===== src/hdl/mcpg_pkg.sv =====
`timescale 1ns / 1ps

package mcpg_pkg;

    localparam int CENTER_W = 15;
    localparam int RADIUS_W = 14;
    localparam int COLOR_W  = 32;
    localparam int OUT_W    = 16;
    localparam int DEC_W    = 17;
    localparam int IDX_W    = 3;
    localparam int SUM_W    = 17;

    localparam logic [IDX_W-1:0] IDX_AXIS_LAST  = 3'd3;
    localparam logic [IDX_W-1:0] IDX_OCTANT_LAST = 3'd7;

    typedef enum logic {
        OP_START = 1'b0,
        OP_NEXT  = 1'b1
    } t_op;

    typedef struct packed {
        t_op                        operation;
        logic signed [CENTER_W-1:0] center_x;
        logic signed [CENTER_W-1:0] center_y;
        logic [RADIUS_W-1:0]        radius;
        logic [COLOR_W-1:0]         point_color;
    } t_item;

    typedef struct packed {
        logic signed [OUT_W-1:0] point_x;
        logic signed [OUT_W-1:0] point_y;
        logic [COLOR_W-1:0]      point_rgba;
        logic                    last;
    } t_point;

    typedef struct packed {
        logic active;
        logic x_le_y;
    } t_step_status;

endpackage


===== src/hdl/mcpg_in_stage.sv =====
`timescale 1ns / 1ps

module mcpg_in_stage (
    input  logic            i_clk,
    input  logic            i_rst_n,
    input  logic            i_valid,
    output logic            o_ready,
    input  mcpg_pkg::t_item i_item,
    input  logic            i_down_free,
    output logic            o_valid,
    output logic            o_fire,
    output mcpg_pkg::t_item o_item
);

    logic            r_valid;
    logic            n_valid;
    mcpg_pkg::t_item r_item;

    assign o_fire  = r_valid && i_down_free;
    assign o_ready = !r_valid || i_down_free;
    assign o_valid = r_valid;
    assign o_item  = r_item;

    always_comb begin
        n_valid = r_valid;
        if (i_valid && o_ready) begin
            n_valid = 1'b1;
        end else if (o_fire) begin
            n_valid = 1'b0;
        end
    end

    always_ff @(posedge i_clk) begin
        if (!i_rst_n) begin
            r_valid <= 1'b0;
        end else begin
            r_valid <= n_valid;
        end
    end

    always_ff @(posedge i_clk) begin
        if (i_valid && o_ready) begin
            r_item <= i_item;
        end
    end

endmodule


===== src/hdl/mcpg_step.sv =====
`timescale 1ns / 1ps

module mcpg_step #(
    parameter int COORD_BITS = 16
) (
    input  logic                   i_clk,
    input  logic                   i_rst_n,
    input  logic                   i_fire,
    input  mcpg_pkg::t_item        i_item,
    output logic                   o_emit,
    output mcpg_pkg::t_point       o_point,
    output mcpg_pkg::t_step_status o_status
);

    localparam int WRAP_W = (COORD_BITS < mcpg_pkg::OUT_W) ? COORD_BITS : mcpg_pkg::OUT_W;

    logic                                 r_active;
    logic signed [mcpg_pkg::CENTER_W-1:0] r_cx;
    logic signed [mcpg_pkg::CENTER_W-1:0] r_cy;
    logic [mcpg_pkg::COLOR_W-1:0]         r_color;
    logic [mcpg_pkg::RADIUS_W-1:0]        r_sx;
    logic [mcpg_pkg::RADIUS_W-1:0]        r_sy;
    logic signed [mcpg_pkg::DEC_W-1:0]    r_dec;
    logic [mcpg_pkg::IDX_W-1:0]           r_k;

    logic                                 n_active;
    logic signed [mcpg_pkg::CENTER_W-1:0] n_cx;
    logic signed [mcpg_pkg::CENTER_W-1:0] n_cy;
    logic [mcpg_pkg::COLOR_W-1:0]         n_color;
    logic [mcpg_pkg::RADIUS_W-1:0]        n_sx;
    logic [mcpg_pkg::RADIUS_W-1:0]        n_sy;
    logic signed [mcpg_pkg::DEC_W-1:0]    n_dec;
    logic [mcpg_pkg::IDX_W-1:0]           n_k;

    logic                                 w_start;
    logic signed [mcpg_pkg::CENTER_W-1:0] w_cx;
    logic signed [mcpg_pkg::CENTER_W-1:0] w_cy;
    logic [mcpg_pkg::RADIUS_W-1:0]        w_x;
    logic [mcpg_pkg::RADIUS_W-1:0]        w_y;
    logic [mcpg_pkg::IDX_W-1:0]           w_k;
    logic signed [mcpg_pkg::CENTER_W-1:0] w_dx;
    logic signed [mcpg_pkg::CENTER_W-1:0] w_dy;
    logic signed [mcpg_pkg::SUM_W-1:0]    w_sum_x;
    logic signed [mcpg_pkg::SUM_W-1:0]    w_sum_y;
    logic signed [WRAP_W-1:0]             w_wrap_x;
    logic signed [WRAP_W-1:0]             w_wrap_y;
    logic                                 w_last;

    logic                                 w_four;
    logic                                 w_step_end;
    logic [mcpg_pkg::RADIUS_W-1:0]        w_x1;
    logic [mcpg_pkg::RADIUS_W-1:0]        w_y1;
    logic signed [mcpg_pkg::OUT_W-1:0]    w_diff;
    logic signed [mcpg_pkg::DEC_W:0]      w_dec_sum;

    assign w_start = (i_item.operation == mcpg_pkg::OP_START);
    assign w_cx    = w_start ? i_item.center_x : r_cx;
    assign w_cy    = w_start ? i_item.center_y : r_cy;
    assign w_x     = w_start ? '0 : r_sx;
    assign w_y     = w_start ? i_item.radius : r_sy;
    assign w_k     = w_start ? '0 : r_k;

    always_comb begin
        logic signed [mcpg_pkg::CENTER_W-1:0] v_a;
        logic signed [mcpg_pkg::CENTER_W-1:0] v_b;
        logic signed [mcpg_pkg::CENTER_W-1:0] v_y;
        v_y = $signed({1'b0, w_y});
        v_a = w_k[2] ? $signed({1'b0, w_y}) : $signed({1'b0, w_x});
        v_b = w_k[2] ? $signed({1'b0, w_x}) : $signed({1'b0, w_y});
        if (w_x == '0) begin
            w_dx = w_k[1] ? (w_k[0] ? -v_y : v_y) : '0;
            w_dy = w_k[1] ? '0 : (w_k[0] ? -v_y : v_y);
        end else begin
            w_dx = w_k[0] ? -v_a : v_a;
            w_dy = w_k[1] ? -v_b : v_b;
        end
    end

    assign w_sum_x  = mcpg_pkg::SUM_W'(w_cx) + mcpg_pkg::SUM_W'(w_dx);
    assign w_sum_y  = mcpg_pkg::SUM_W'(w_cy) + mcpg_pkg::SUM_W'(w_dy);
    assign w_wrap_x = w_sum_x[WRAP_W-1:0];
    assign w_wrap_y = w_sum_y[WRAP_W-1:0];

    assign w_four     = (r_sx == '0) || (r_sx == r_sy);
    assign w_step_end = w_four ? (r_k == mcpg_pkg::IDX_AXIS_LAST)
                               : (r_k == mcpg_pkg::IDX_OCTANT_LAST);
    assign w_x1       = r_sx + 1'b1;
    assign w_y1       = r_dec[mcpg_pkg::DEC_W-1] ? r_sy : r_sy - 1'b1;
    assign w_diff     = $signed({2'b00, w_x1}) - $signed({2'b00, w_y1});
    assign w_dec_sum  = r_dec[mcpg_pkg::DEC_W-1]
                      ? ((mcpg_pkg::DEC_W+1)'(r_dec)
                         + (mcpg_pkg::DEC_W+1)'($signed({2'b00, w_x1, 1'b1})))
                      : ((mcpg_pkg::DEC_W+1)'(r_dec)
                         + (mcpg_pkg::DEC_W+1)'($signed({w_diff, 1'b1})));

    always_comb begin
        n_active = r_active;
        n_cx     = r_cx;
        n_cy     = r_cy;
        n_color  = r_color;
        n_sx     = r_sx;
        n_sy     = r_sy;
        n_dec    = r_dec;
        n_k      = r_k;
        w_last   = 1'b0;
        if (w_start) begin
            n_active = 1'b1;
            n_cx     = i_item.center_x;
            n_cy     = i_item.center_y;
            n_color  = i_item.point_color;
            n_sx     = '0;
            n_sy     = i_item.radius;
            n_dec    = $signed(mcpg_pkg::DEC_W'(1) - {3'b000, i_item.radius});
            n_k      = mcpg_pkg::IDX_W'(1);
        end else if (r_active) begin
            if (!w_step_end) begin
                n_k = r_k + 1'b1;
            end else if (r_sx < r_sy) begin
                n_sx  = w_x1;
                n_sy  = w_y1;
                n_dec = w_dec_sum[mcpg_pkg::DEC_W-1:0];
                n_k   = '0;
                if (w_x1 > w_y1) begin
                    n_active = 1'b0;
                    w_last   = 1'b1;
                end
            end else begin
                n_active = 1'b0;
                w_last   = 1'b1;
            end
        end
    end

    assign o_emit             = w_start || r_active;
    assign o_point.point_x    = mcpg_pkg::OUT_W'(w_wrap_x);
    assign o_point.point_y    = mcpg_pkg::OUT_W'(w_wrap_y);
    assign o_point.point_rgba = w_start ? i_item.point_color : r_color;
    assign o_point.last       = w_last;
    assign o_status.active    = r_active;
    assign o_status.x_le_y    = (r_sx <= r_sy);

    always_ff @(posedge i_clk) begin
        if (!i_rst_n) begin
            r_active <= 1'b0;
            r_k      <= '0;
        end else if (i_fire) begin
            r_active <= n_active;
            r_k      <= n_k;
        end
    end

    always_ff @(posedge i_clk) begin
        if (!i_rst_n) begin
            r_sx <= '0;
            r_sy <= '0;
        end else if (i_fire) begin
            r_sx <= n_sx;
            r_sy <= n_sy;
        end
    end

    always_ff @(posedge i_clk) begin
        if (!i_rst_n) begin
            r_cx    <= '0;
            r_cy    <= '0;
            r_color <= '0;
            r_dec   <= '0;
        end else if (i_fire) begin
            r_cx    <= n_cx;
            r_cy    <= n_cy;
            r_color <= n_color;
            r_dec   <= n_dec;
        end
    end

endmodule


===== src/hdl/mcpg_out_stage.sv =====
`timescale 1ns / 1ps

module mcpg_out_stage (
    input  logic             i_clk,
    input  logic             i_rst_n,
    input  logic             i_load,
    input  mcpg_pkg::t_point i_point,
    input  logic             i_ready,
    output logic             o_free,
    output logic             o_valid,
    output mcpg_pkg::t_point o_point
);

    logic             r_valid;
    logic             n_valid;
    mcpg_pkg::t_point r_point;

    assign o_free  = !r_valid || i_ready;
    assign o_valid = r_valid;
    assign o_point = r_point;

    always_comb begin
        n_valid = r_valid;
        if (i_load) begin
            n_valid = 1'b1;
        end else if (i_ready) begin
            n_valid = 1'b0;
        end
    end

    always_ff @(posedge i_clk) begin
        if (!i_rst_n) begin
            r_valid <= 1'b0;
        end else begin
            r_valid <= n_valid;
        end
    end

    always_ff @(posedge i_clk) begin
        if (i_load) begin
            r_point <= i_point;
        end
    end

endmodule


===== src/hdl/midpoint_circle_point_generator_core.sv =====
`timescale 1ns / 1ps
// Channel | Dir | tdata (low bit up)                                   | tuser     | tlast
// s_axis  | in  | center_x 15, center_y 15, radius 14, point_color 32, pad 4 | operation | -
// m_axis  | out | point_x 16, point_y 16, point_rgba 32                | -         | last
//
// One beat in, at most one beat out; a beat is taken every cycle when the output is free.
// The path runs through the input register, then the step logic into the output register.
// A next beat while no circle is active produces nothing.
// A stalled output holds the output register and backs up into the input register.
// i_rst_n is synchronous, active low, and drops any circle in progress.

module midpoint_circle_point_generator_core #(
    parameter int COORD_BITS = 16
) (
    input  logic        i_clk,
    input  logic        i_rst_n,
    input  logic        s_axis_tvalid,
    output logic        s_axis_tready,
    input  logic [79:0] s_axis_tdata,  // center_x, center_y, radius, point_color, zero pad
    input  logic [0:0]  s_axis_tuser,  // operation
    output logic        m_axis_tvalid,
    input  logic        m_axis_tready,
    output logic [63:0] m_axis_tdata,  // point_x, point_y, point_rgba
    output logic        m_axis_tlast
);

    mcpg_pkg::t_item        w_in_item;
    mcpg_pkg::t_item        w_item;
    mcpg_pkg::t_point       w_point;
    mcpg_pkg::t_point       w_out_point;
    mcpg_pkg::t_step_status w_status;
    logic                   w_in_valid;
    logic                   w_fire;
    logic                   w_emit;
    logic                   w_out_free;

    assign w_in_item.operation   = mcpg_pkg::t_op'(s_axis_tuser[0]);
    assign w_in_item.center_x    = s_axis_tdata[14:0];
    assign w_in_item.center_y    = s_axis_tdata[29:15];
    assign w_in_item.radius      = s_axis_tdata[43:30];
    assign w_in_item.point_color = s_axis_tdata[75:44];

    mcpg_in_stage u_in_stage (
        .i_clk       (i_clk),
        .i_rst_n     (i_rst_n),
        .i_valid     (s_axis_tvalid),
        .o_ready     (s_axis_tready),
        .i_item      (w_in_item),
        .i_down_free (w_out_free),
        .o_valid     (w_in_valid),
        .o_fire      (w_fire),
        .o_item      (w_item)
    );

    mcpg_step #(
        .COORD_BITS (COORD_BITS)
    ) u_step (
        .i_clk    (i_clk),
        .i_rst_n  (i_rst_n),
        .i_fire   (w_fire),
        .i_item   (w_item),
        .o_emit   (w_emit),
        .o_point  (w_point),
        .o_status (w_status)
    );

    mcpg_out_stage u_out_stage (
        .i_clk   (i_clk),
        .i_rst_n (i_rst_n),
        .i_load  (w_fire && w_emit),
        .i_point (w_point),
        .i_ready (m_axis_tready),
        .o_free  (w_out_free),
        .o_valid (m_axis_tvalid),
        .o_point (w_out_point)
    );

    assign m_axis_tdata = {w_out_point.point_rgba, w_out_point.point_y, w_out_point.point_x};
    assign m_axis_tlast = w_out_point.last;

    a_walk_in_octant: assert property (@(posedge i_clk) disable iff (!i_rst_n)
        w_status.active |-> w_status.x_le_y)
        else $error("active circle walk left the octant");

    a_in_hold: assert property (@(posedge i_clk) disable iff (!i_rst_n)
        (w_in_valid && !w_out_free) |=> (w_in_valid && $stable(w_item)))
        else $error("input register lost a beat while stalled");

    a_empty_ready: assert property (@(posedge i_clk) disable iff (!i_rst_n)
        !w_in_valid |-> s_axis_tready)
        else $error("empty input register refused a beat");

    a_out_source: assert property (@(posedge i_clk) disable iff (!i_rst_n)
        $rose(m_axis_tvalid) |-> $past(w_fire && w_emit))
        else $error("output beat appeared without a step");

endmodule

===== config.mk =====
export PLATFORM = sky130hd
export DESIGN_NAME = midpoint_circle_point_generator_core
export DESIGN_NICKNAME = d
export VERILOG_FILES = /design/src/hdl/mcpg_pkg.sv /design/src/hdl/mcpg_in_stage.sv /design/src/hdl/mcpg_step.sv /design/src/hdl/mcpg_out_stage.sv /design/src/hdl/midpoint_circle_point_generator_core.sv
export SDC_FILE = /design/constraint.sdc
export NUM_CORES = 1
export LEC_CHECK = 0
export BUFFER_PORTS_ARGS = -buffer_cell sky130_fd_sc_hd__buf_4
export CAP_MARGIN = 40
export CORE_AREA = 2 2 163 196
export DETAILED_ROUTE_END_ITERATION = 6
export DIE_AREA = 0 0 165 198
export PLACE_DENSITY = 0.72
export SLEW_MARGIN = 10
export SYNTH_ARGS = -nofsm -noshare
export SYNTH_HDL_FRONTEND = slang
export SYNTH_SLANG_ARGS = --single-unit

===== constraint.sdc =====
create_clock -name i_clk -period 6.8 [get_ports i_clk]
set_input_delay 0.68 -clock i_clk [delete_from_list [all_inputs] [get_ports i_clk]]
set_output_delay 0.68 -clock i_clk [all_outputs]
set_load 0.1 [all_outputs]

==> reports/results.ini, run 1 <==
[critical_path]
crit_arrival_ps=5670
cp_slowest_stage_delay_ps=730
startpoint_type=flop
crit_path_top_delay_cell=nand2b_1
cp-end-kind=flop
worstSetupPathType=reg2reg
crit_chain=nor4_1, nand3_1, nor3_2, nand2b_1, o21ai_0, ha_1, fa_1, a21o_1, a21oi_1, o21ai_0, a31oi_1, o211ai_1, a31o_2, a21oi_1, xnor2_1
r2r_setup_slack_ps=1450
path_max_fanout=24
worstPathRequired_ps=7110

[timing]
rsz0062_at_grt=no
skew_ps=13.0
worstMarginPinSlew_ps=854
fin_hold_ws_ps=290
fmax_ghz=0.187
slew_headroom=0.426
timing.setup.tns_ps=0
fin_crit_ps=5350
finalCritPeriodShare=0.787
setup_slack_ps=1450
drv_slew=0
hold_viol=0
setup_viol=0

[power_and_ir_drop]
p_total_mw=4.17
leakage_nw=6.80
peakVddDrop_mv=0.222
power.density_mw_per_mm2=239

[floorplanning]
fp.dieW_um=165
dieArea_mm2=0.0327
fp.dieH_um=198
ios=152
start_util=0.490
core_mm2=0.0310
placementRows=71

[finish]
mostFrequentLayoutCell=nand2_1
final_nets=1879
area_growth_syn_to_layout_pct=14.8
drive_gt1_frac=0.190
final_cell_mix=nand2_1 (241), a21oi_1 (184), buf_4 (163), edfxtp_1 (142), nor2_1 (116)
n_antenna_cell=0
multi_input_area_mm2=0.00804
register_area_mm2=0.00653
n_fill_cell=2643

[grt]
antenna_found_initial=0
track_usage=0.240
grt.overflow.total=0
grt_pass1_vias=11800
grt_pass1_wl_mm=61.8
grt_max_degree=68

[clock_network]
tritoncts=yes
htreeDepth=1
cts_made_buffers=26
clk_pin_slew_ps=60
cts_root_buf=clkbuf_16
clockBufferDepth=3
clk_latency_ps=560
cts.sinks=255
ctsResizeCount=0
post_cts.repair.setup_buffers=0
holdBufCountCts=0

[status]
status=finished, final reports clean

[routing]
vias=12300
first_pass_iters=5
drc=0
wire_per_inst_um=18.6
wl_mm=39.5
dr.first_iter.drc_count=936
postRouteAntennaNets=0
viasPerCell=5.78

[yosys]
postSynth.asyncResetShare=0
ys_ff_latch=255
yosysWarningCount=0
netlist_instances=1611
synth_area_mm2=0.0152
synth-edff-count=142
synth_seq_area_share=0.430
syn_nets=1783
postSynthAreaPerCell_um2=9.42
synth_cell_type_count=77
synth-main-ff-cell=edfxtp_1

[hold_path]
hp-class=in2reg

[place]
place.gp.congestion=0.919
io_buffers=147
pre_cts_ws_ps=1580
place_hpwl_mm=28.1

[job]
drv_cap=0

-- logic make-up after synthesis --
group,synth area share
flip-flops,0.430
multiplexers,0.0746
AND/OR/NAND/NOR,0.160
AO/OA/AOI/OAI,0.160
XOR/XNOR,0.0612
buffers and inverters,0.0412
adder cells (fa/ha/maj),0.0737
-- flip-flops by register name, indices dropped and copies added, names as in the netlist --
signal	flops
u_step.r_color	32
u_step.r_cx	15
u_out_stage.o_point	65
u_step.r_k	3
u_step.r_cy	15
u_step.r_active	1
u_in_stage.o_valid	1
u_step.r_sy	14
u_in_stage.o_item	77
u_out_stage.o_valid	1
u_step.r_sx	14
u_step.r_dec	17
-- worst max-delay path, delay by kind of cell, from the launching register on --
family          cells  cell delay (ps)
fa+ha+maj           2              730
flops               1              430
compound gates      8             1950
simple gates        4             1900
xor+xnor            1               80
-- final timing paths --
check                    from                       to  cells past startpoint
min          s_axis_tdata[63]    u_in_stage.o_item[19]                      1
max            u_step.r_sx[4]  u_out_stage.o_point[47]                     15
min reg2reg    u_step.r_cx[1]           u_step.r_cx[1]                      2
max reg2reg    u_step.r_sx[4]  u_out_stage.o_point[47]                     15
-- cells in the mapped netlist (all sizes together), types with 4 or more instances --
cell / n / area, um2
mux2i: 23 / 243
buf: 52 / 302
o31ai: 10 / 75.1
a32o: 4 / 42.5
o21a: 11 / 82.6
ha: 83 / 1040
and3: 13 / 81.3
nand3: 39 / 220
a21o: 23 / 174
mux2: 79 / 890
o211ai: 11 / 87.6
or3: 11 / 75.1
dfxtp: 113 / 2260
and2: 5 / 31.3
xor2: 33 / 289
nor3: 26 / 145
a31oi: 16 / 106
o22a: 4 / 35.0
fa: 4 / 80.1
a21oi: 186 / 946
nor4: 11 / 111
or4: 4 / 33.8
clkbuf: 46 / 174
nor2: 116 / 435
edfxtp: 142 / 4260
inv: 40 / 150
nand4: 10 / 62.6
o22ai: 13 / 81.3
a211oi: 16 / 120
nand2: 242 / 908
o21ai: 72 / 372
nor2b: 15 / 93.8
xnor2: 73 / 639
a211o: 6 / 52.6
o21bai: 4 / 30.0
nand3b: 7 / 52.6
nand2b: 13 / 81.3
or2: 5 / 31.3
-- metrics by stage --
step	cells	area, um2	utilization
floorplan	1611	15200	-
global placement	2077	16400	0.530
detailed placement	2080	16500	0.533
CTS	2128	17400	0.562
global route	2128	17400	0.562
finish	2128	17400	0.562
-- cell type report --
type,instances,share of cell area
inverters,40,0.00869
repair buffers,166,0.0745
multi-input cells,1218,0.461
clock inverters,14,0.0106
clock buffers,34,0.0420
flip-flops and latches,255,0.374
well taps,401,0.0288
-- power breakdown --
group          switching (mW)  internal (mW)
clock                   0.633          0.882
sequential             0.0457           1.71
combinational           0.568          0.331
total                    1.25           2.92
-- per-layer routing --
metal	vias up	wire, um	GRT usage	share of wire
met4	0	1810	0.109	0.046
met3	93	2130	0.0367	0.054
met1	5882	16100	0.298	0.41
li1	5970	-	-	-
met2	358	19500	0.411	0.49
met5	-	0	0	0
Power figures use the tool's default switching activity.
==> run 2: changes to the inputs <==
--- a/config.mk
+++ b/config.mk
@@ -10,7 +10,7 @@
 export CORE_AREA = 2 2 163 196
 export DETAILED_ROUTE_END_ITERATION = 6
 export DIE_AREA = 0 0 165 198
-export PLACE_DENSITY = 0.72
+export PLACE_DENSITY = 0.74
 export SLEW_MARGIN = 10
 export SYNTH_ARGS = -nofsm -noshare
 export SYNTH_HDL_FRONTEND = slang
==> constraint.sdc (replaced) <==
create_clock -name i_clk -period 4.75 [get_ports i_clk]
set_input_delay 0.475 -clock i_clk [delete_from_list [all_inputs] [get_ports i_clk]]
set_output_delay 0.475 -clock i_clk [all_outputs]
set_load 0.1 [all_outputs]
==> reports/results.ini, run 2 (same netlist as run 1, synthesis figures left out) <==
[clock_network]
cts.sinks=255  ; unchanged
clk_pin_slew_ps=70  ; about the same
clk_latency_ps=570  ; about the same
cts_made_buffers=26  ; unchanged
tritoncts=yes
holdBufCountCts=0  ; unchanged
htreeDepth=1  ; unchanged
clockBufferDepth=3  ; unchanged
cts_root_buf=clkbuf_16

[finish]
final_cell_area_mm2=0.0177  ; +1.7%
n_fill_cell=2670  ; +1.0%
n_antenna_cell=0  ; unchanged
drive_gt1_frac=0.210  ; +0.0202
multi_input_area_mm2=0.00805  ; +0.19%
fin_cells=2167  ; +1.8%
utilization=0.571  ; +0.00928
register_area_mm2=0.00653  ; about the same
area_growth_syn_to_layout_pct=16.7
final_cell_mix=nand2_1 (241), buf_4 (201), a21oi_1 (184), edfxtp_1 (142), nor2_1 (116)
largest_reg_flops=77  ; unchanged
mostFrequentLayoutCell=nand2_1
final_nets=1918  ; +2.1%

[critical_path]
worstPathRequired_ps=5260  ; -1850 ps
crit_arrival_ps=4970  ; -700 ps
crit_path_frequent_cell=ha_1
cp_slowest_stage_delay_ps=420  ; -310 ps
worstSetupPathType=reg2reg
path_max_fanout=5  ; -79%
crit_chain=inv_1, ha_1, mux2_2, ha_1, nor2b_1, o21ai_0, a21oi_1, o211ai_1, nand2_1, o31a_1, xnor2_1, o21ai_0, buf_4, ha_1, nand2_1, nor2_1, o311ai_0, a31oi_1, xor2_1, a21oi_1, nor2_1
path_delay_family=compound AO/OA/AOI/OAI gates
crit_path_top_delay_cell=dfxtp_1
startpoint_type=flop
crit_buf_inv=2  ; +2
cp-end-kind=flop

[place]
placed_area_mm2=0.0168  ; +1.8%
place_hpwl_mm=29.4  ; +4.6%
place.gp.congestion=0.904  ; -1.6%
dp_cells=2119  ; +1.9%
io_buffers=147  ; unchanged
pre_cts_ws_ps=234  ; -1350 ps

[timing]
timing.setup.tns_ps=0  ; unchanged
fin_hold_ws_ps=74.3  ; -216 ps
hold_viol=0  ; unchanged
slew_headroom=0.464  ; +0.0376
worstMarginPinSlew_ps=798  ; -56.0 ps
fmax_ghz=0.224  ; +20%
finalCritPeriodShare=0.940  ; +0.152
setup_slack_ps=286  ; -1160 ps
skew_ps=17.5  ; +4.48 ps
rsz0062_at_grt=yes
setup_viol=0  ; unchanged
drv_slew=0  ; unchanged
fin_crit_ps=4460  ; -891 ps

[routing]
viasPerCell=5.76  ; -0.39%
first_pass_iters=5  ; unchanged
postRouteAntennaNets=0  ; unchanged
vias=12500  ; +1.4%
wl_mm=40.5  ; +2.6%
dr.first_iter.drc_count=902  ; -3.6%
wire_per_inst_um=18.7  ; +0.77%
drc=0  ; unchanged

[hold_path]
hp-class=in2reg

[floorplanning]
core_mm2=0.0310  ; unchanged
fp.dieH_um=198  ; unchanged
placementRows=71  ; unchanged
start_util=0.490  ; unchanged
ios=152  ; unchanged
fp.dieW_um=165  ; unchanged
dieArea_mm2=0.0327  ; unchanged

[grt]
grt_max_degree=64  ; -5.9%
grt_pass1_wl_mm=63.5  ; +2.7%
grt.overflow.total=0  ; unchanged
track_usage=0.246  ; +0.00595
grt_pass1_vias=12200  ; +3.4%
antenna_found_initial=0  ; unchanged

[power_and_ir_drop]
leakage_nw=6.99  ; +2.7%
power.density_mw_per_mm2=336  ; +40%
peakVddDrop_mv=0.293  ; +32%
p_total_mw=5.95  ; +43%

[status]
status=finished, final reports clean

[job]
drv_cap=0  ; unchanged

## run 2: changes by cell type in the layout (fill, tap and decap cells not counted), moves of 2 or more
cell        before  now
clkinvlp_4       1    3
dfxtp_1        113  111
buf_4          163  201
dfxtp_2          0    2
clkbuf_8         3    1
## run 2: path summary, 6_finish.rpt
check,cells past startpoint,start,slack (ps),endpoint
worst max-delay path,21,u_step.r_sy[0],290,u_step.r_dec[15]
worst min-delay path,1,s_axis_tdata[70],70,u_in_stage.o_item[26]
worst max register to register,21,u_step.r_sy[0],290,u_step.r_dec[15]
worst min register to register,2,u_step.r_cy[6],450,u_step.r_cy[6]
## run 2: worst reg2reg max path: cells and delay by family, from the launching register on
kind | cells | cell delay [ps]
compound gates | 8 | 1590
xor+xnor | 2 | 310
fa+ha+maj | 3 | 960
buf+inv | 2 | 260
flops | 1 | 420
mux | 1 | 320
simple gates | 5 | 540
## run 2: cell type report
type	count	share of cell area
Clock inverter	17	0.0102
Multi-Input combinational cell	1218	0.454
Tap cell	401	0.0283
Clock buffer	31	0.0395
Inverter	40	0.00854
Timing Repair Buffer	205	0.0905
Sequential cell	255	0.368
## run 2: layer usage
layer,track usage,wire length [um],up-vias
met5,0,0,-
met4,0.136,2270,0
met3,0.0331,2070,101
met2,0.414,19700,337
met1,0.305,16500,5993
li1,-,-,6048
## run 2: report_power, final
group | leakage [nW] | total (mW) | internal (mW) | switching [mW]
sequential | 2.28 | 2.51 | 2.45 | 0.0635
combinational | 4.29 | 1.33 | 0.501 | 0.829
clock | 0.427 | 2.11 | 1.18 | 0.928
total | 6.99 | 5.95 | 4.13 | 1.82
## run 2: what timing repair did
item | in CTS | in global routing
setup buffers | 0 | 0
endpoints found under the hold margin | 0 | 0
resized for setup | 0 | 5
endpoints found under the setup margin | 0 | 7
==> run 3: changes to the inputs <==
--- a/config.mk
+++ b/config.mk
@@ -7,10 +7,12 @@
 export LEC_CHECK = 0
 export BUFFER_PORTS_ARGS = -buffer_cell sky130_fd_sc_hd__buf_4
 export CAP_MARGIN = 40
-export CORE_AREA = 2 2 163 196
+export CELL_PAD_IN_SITES_DETAIL_PLACEMENT = 1
+export CELL_PAD_IN_SITES_GLOBAL_PLACEMENT = 1
+export CORE_AREA = 2 2 168 202
 export DETAILED_ROUTE_END_ITERATION = 6
-export DIE_AREA = 0 0 165 198
-export PLACE_DENSITY = 0.74
+export DIE_AREA = 0 0 170 204
+export PLACE_DENSITY = 0.84
 export SLEW_MARGIN = 10
 export SYNTH_ARGS = -nofsm -noshare
 export SYNTH_HDL_FRONTEND = slang
==> constraint.sdc (replaced) <==
create_clock -name i_clk -period 4.85 [get_ports i_clk]
set_input_delay 0.485 -clock i_clk [delete_from_list [all_inputs] [get_ports i_clk]]
set_output_delay 0.485 -clock i_clk [all_outputs]
set_load 0.1 [all_outputs]
==> reports/results.ini, run 3 (same netlist as run 1, synthesis figures left out) <==
[status]
status=finished, final reports clean

[floorplanning]
placementRows=73  ; +2.8%
core_mm2=0.0329  ; +6.1%
start_util=0.462  ; -0.0280
fp.dieW_um=170  ; +3.0%
ios=152  ; unchanged
fp.dieH_um=204  ; +3.0%
dieArea_mm2=0.0347  ; +6.2%

[grt]
grt_pass1_wl_mm=75.7  ; +19%
grt_max_degree=64  ; unchanged
antenna_found_initial=2  ; +2
grt.overflow.total=0  ; unchanged
grt_pass1_vias=14000  ; +15%
track_usage=0.278  ; +0.0319

[clock_network]
cts_made_buffers=29  ; +12%
htreeDepth=1  ; unchanged
tritoncts=yes
holdBufCountCts=0  ; unchanged
clockBufferDepth=3  ; unchanged
cts.sinks=255  ; unchanged
clk_latency_ps=580  ; about the same
cts_root_buf=clkbuf_16
clk_pin_slew_ps=60  ; about the same

[timing]
rsz0062_at_grt=no
fin_crit_ps=4610  ; +143 ps
setup_slack_ps=244  ; -42.9 ps
fmax_ghz=0.217  ; -3.1%
slew_headroom=0.390  ; -0.0745
worstMarginPinSlew_ps=909  ; +111 ps
setup_viol=0  ; unchanged
skew_ps=14.1  ; -3.37 ps
timing.setup.tns_ps=0  ; unchanged
finalCritPeriodShare=0.950  ; +0.0101
hold_viol=0  ; unchanged
drv_slew=0  ; unchanged

[critical_path]
cp_slowest_stage_delay_ps=410  ; about the same
cp-end-kind=flop
crit_path_top_delay_cell=fa_1
startpoint_type=flop
path_max_fanout=8  ; +3
cp.depth=16  ; -24%
rr_worst_depth=16  ; -24%
worstSetupPathType=reg2reg
path_delay_family=compound AO/OA/AOI/OAI gates
crit_buf_inv=1  ; -1
crit_arrival_ps=4930  ; -40 ps
crit_chain=buf_4, nor4_2, nand3_1, nor3_2, nand2b_1, o21ai_0, ha_1, fa_1, a21o_1, a21oi_1, o21ai_0, a31oi_1, o211ai_1, a31o_2, a21oi_1, xnor2_1
worstPathRequired_ps=5170  ; -90 ps

[routing]
viasPerCell=5.94  ; +3.1%
wl_mm=48.4  ; +19%
postRouteAntennaNets=0  ; unchanged
first_pass_iters=4  ; -1
vias=12900  ; +3.7%
drc=0  ; unchanged
wire_per_inst_um=22.2  ; +19%
dr.first_iter.drc_count=593  ; -34%

[hold_path]
holdPathStages=1  ; unchanged
hp-class=in2reg

[finish]
n_fill_cell=3711  ; +39%
mostFrequentLayoutCell=nand2_1
drive_gt1_frac=0.206  ; -0.00441
register_area_mm2=0.00653  ; unchanged
largest_reg_flops=77  ; unchanged
final_cell_area_mm2=0.0178  ; +0.19%
final_cell_mix=nand2_1 (241), buf_4 (194), a21oi_1 (183), edfxtp_1 (142), nor2_1 (116)
final_nets=1914  ; -0.21%
multi_input_area_mm2=0.00805  ; about the same
area_growth_syn_to_layout_pct=16.9

[place]
placed_area_mm2=0.0168  ; -0.39%
io_buffers=147  ; unchanged
place.gp.congestion=0.907  ; +0.31%
pre_cts_ws_ps=69.4  ; -165 ps
place_hpwl_mm=34.9  ; +19%

[job]
drv_cap=0  ; unchanged

[power_and_ir_drop]
power.density_mw_per_mm2=338  ; +0.64%
leakage_nw=6.98  ; about the same
peakVddDrop_mv=0.287  ; -1.8%

[run 3: cell count changes in the layout (fill, tap and decap cells not counted), sizes merged]
cell,delta
diode,+1
buf,-7
clkbuf,+10
clkinv,-3
inv,-1
[run 3: through the flow]
| step | power [mW] | utilization | hold slack (ps) | std cells |
|---|---|---|---|---|
| finish | 6.00 | 0.540 | 75.1 | 2178 |
| global route | 6.22 | 0.540 | 60.2 | 2178 |
| CTS | 6.02 | 0.539 | 57.7 | 2175 |
| detailed placement | 3.82 | 0.510 | 447 | 2121 |
| global placement | 3.75 | 0.508 | 438 | 2119 |
| floorplan | 3.44 | - | 433 | 1611 |
[run 3: layer usage]
metal  up-vias  part of all wire  global-route usage
met5         -           0.00023                   0
met4         2             0.055               0.146
met3       125             0.038              0.0399
met1      6480              0.39               0.308
li1       6018                 -                   -
met2       312              0.52               0.514
[run 3: final timing paths]
kind	slack (ps)	start	end
hold reg to reg	450	u_step.r_cy[10]	u_step.r_cy[10]
setup reg to reg	240	u_step.r_sx[2]	u_out_stage.o_point[47]
setup / recovery	240	u_step.r_sx[2]	u_out_stage.o_point[47]
hold / removal	80	s_axis_tdata[6]	u_in_stage.o_item[67]
[run 3: final cells by class]
cell class                      count  share of cell area
Multi-Input combinational cell   1218               0.454
Sequential cell                   255               0.368
Timing Repair Buffer              198              0.0874
Clock buffer                       41              0.0457
Tap cell                          412              0.0290
Inverter                           40             0.00853
Clock inverter                     13             0.00775
Antenna cell                        1            0.000141
[run 3: where the power goes]
part           switching (mW)  total [mW]  internal (mW)  leakage [nW]
Sequential             0.0680        2.47           2.40          2.28
Clock                   0.926        2.20           1.28         0.454
Combinational           0.848        1.33          0.481          4.25
[run 3: repair_timing]
item | in CTS | in global routing
resized for setup | 1 | 5
setup endpoints to repair | 1 | 9
hold endpoints to repair | 0 | 0
buffers inserted | 0 | 2
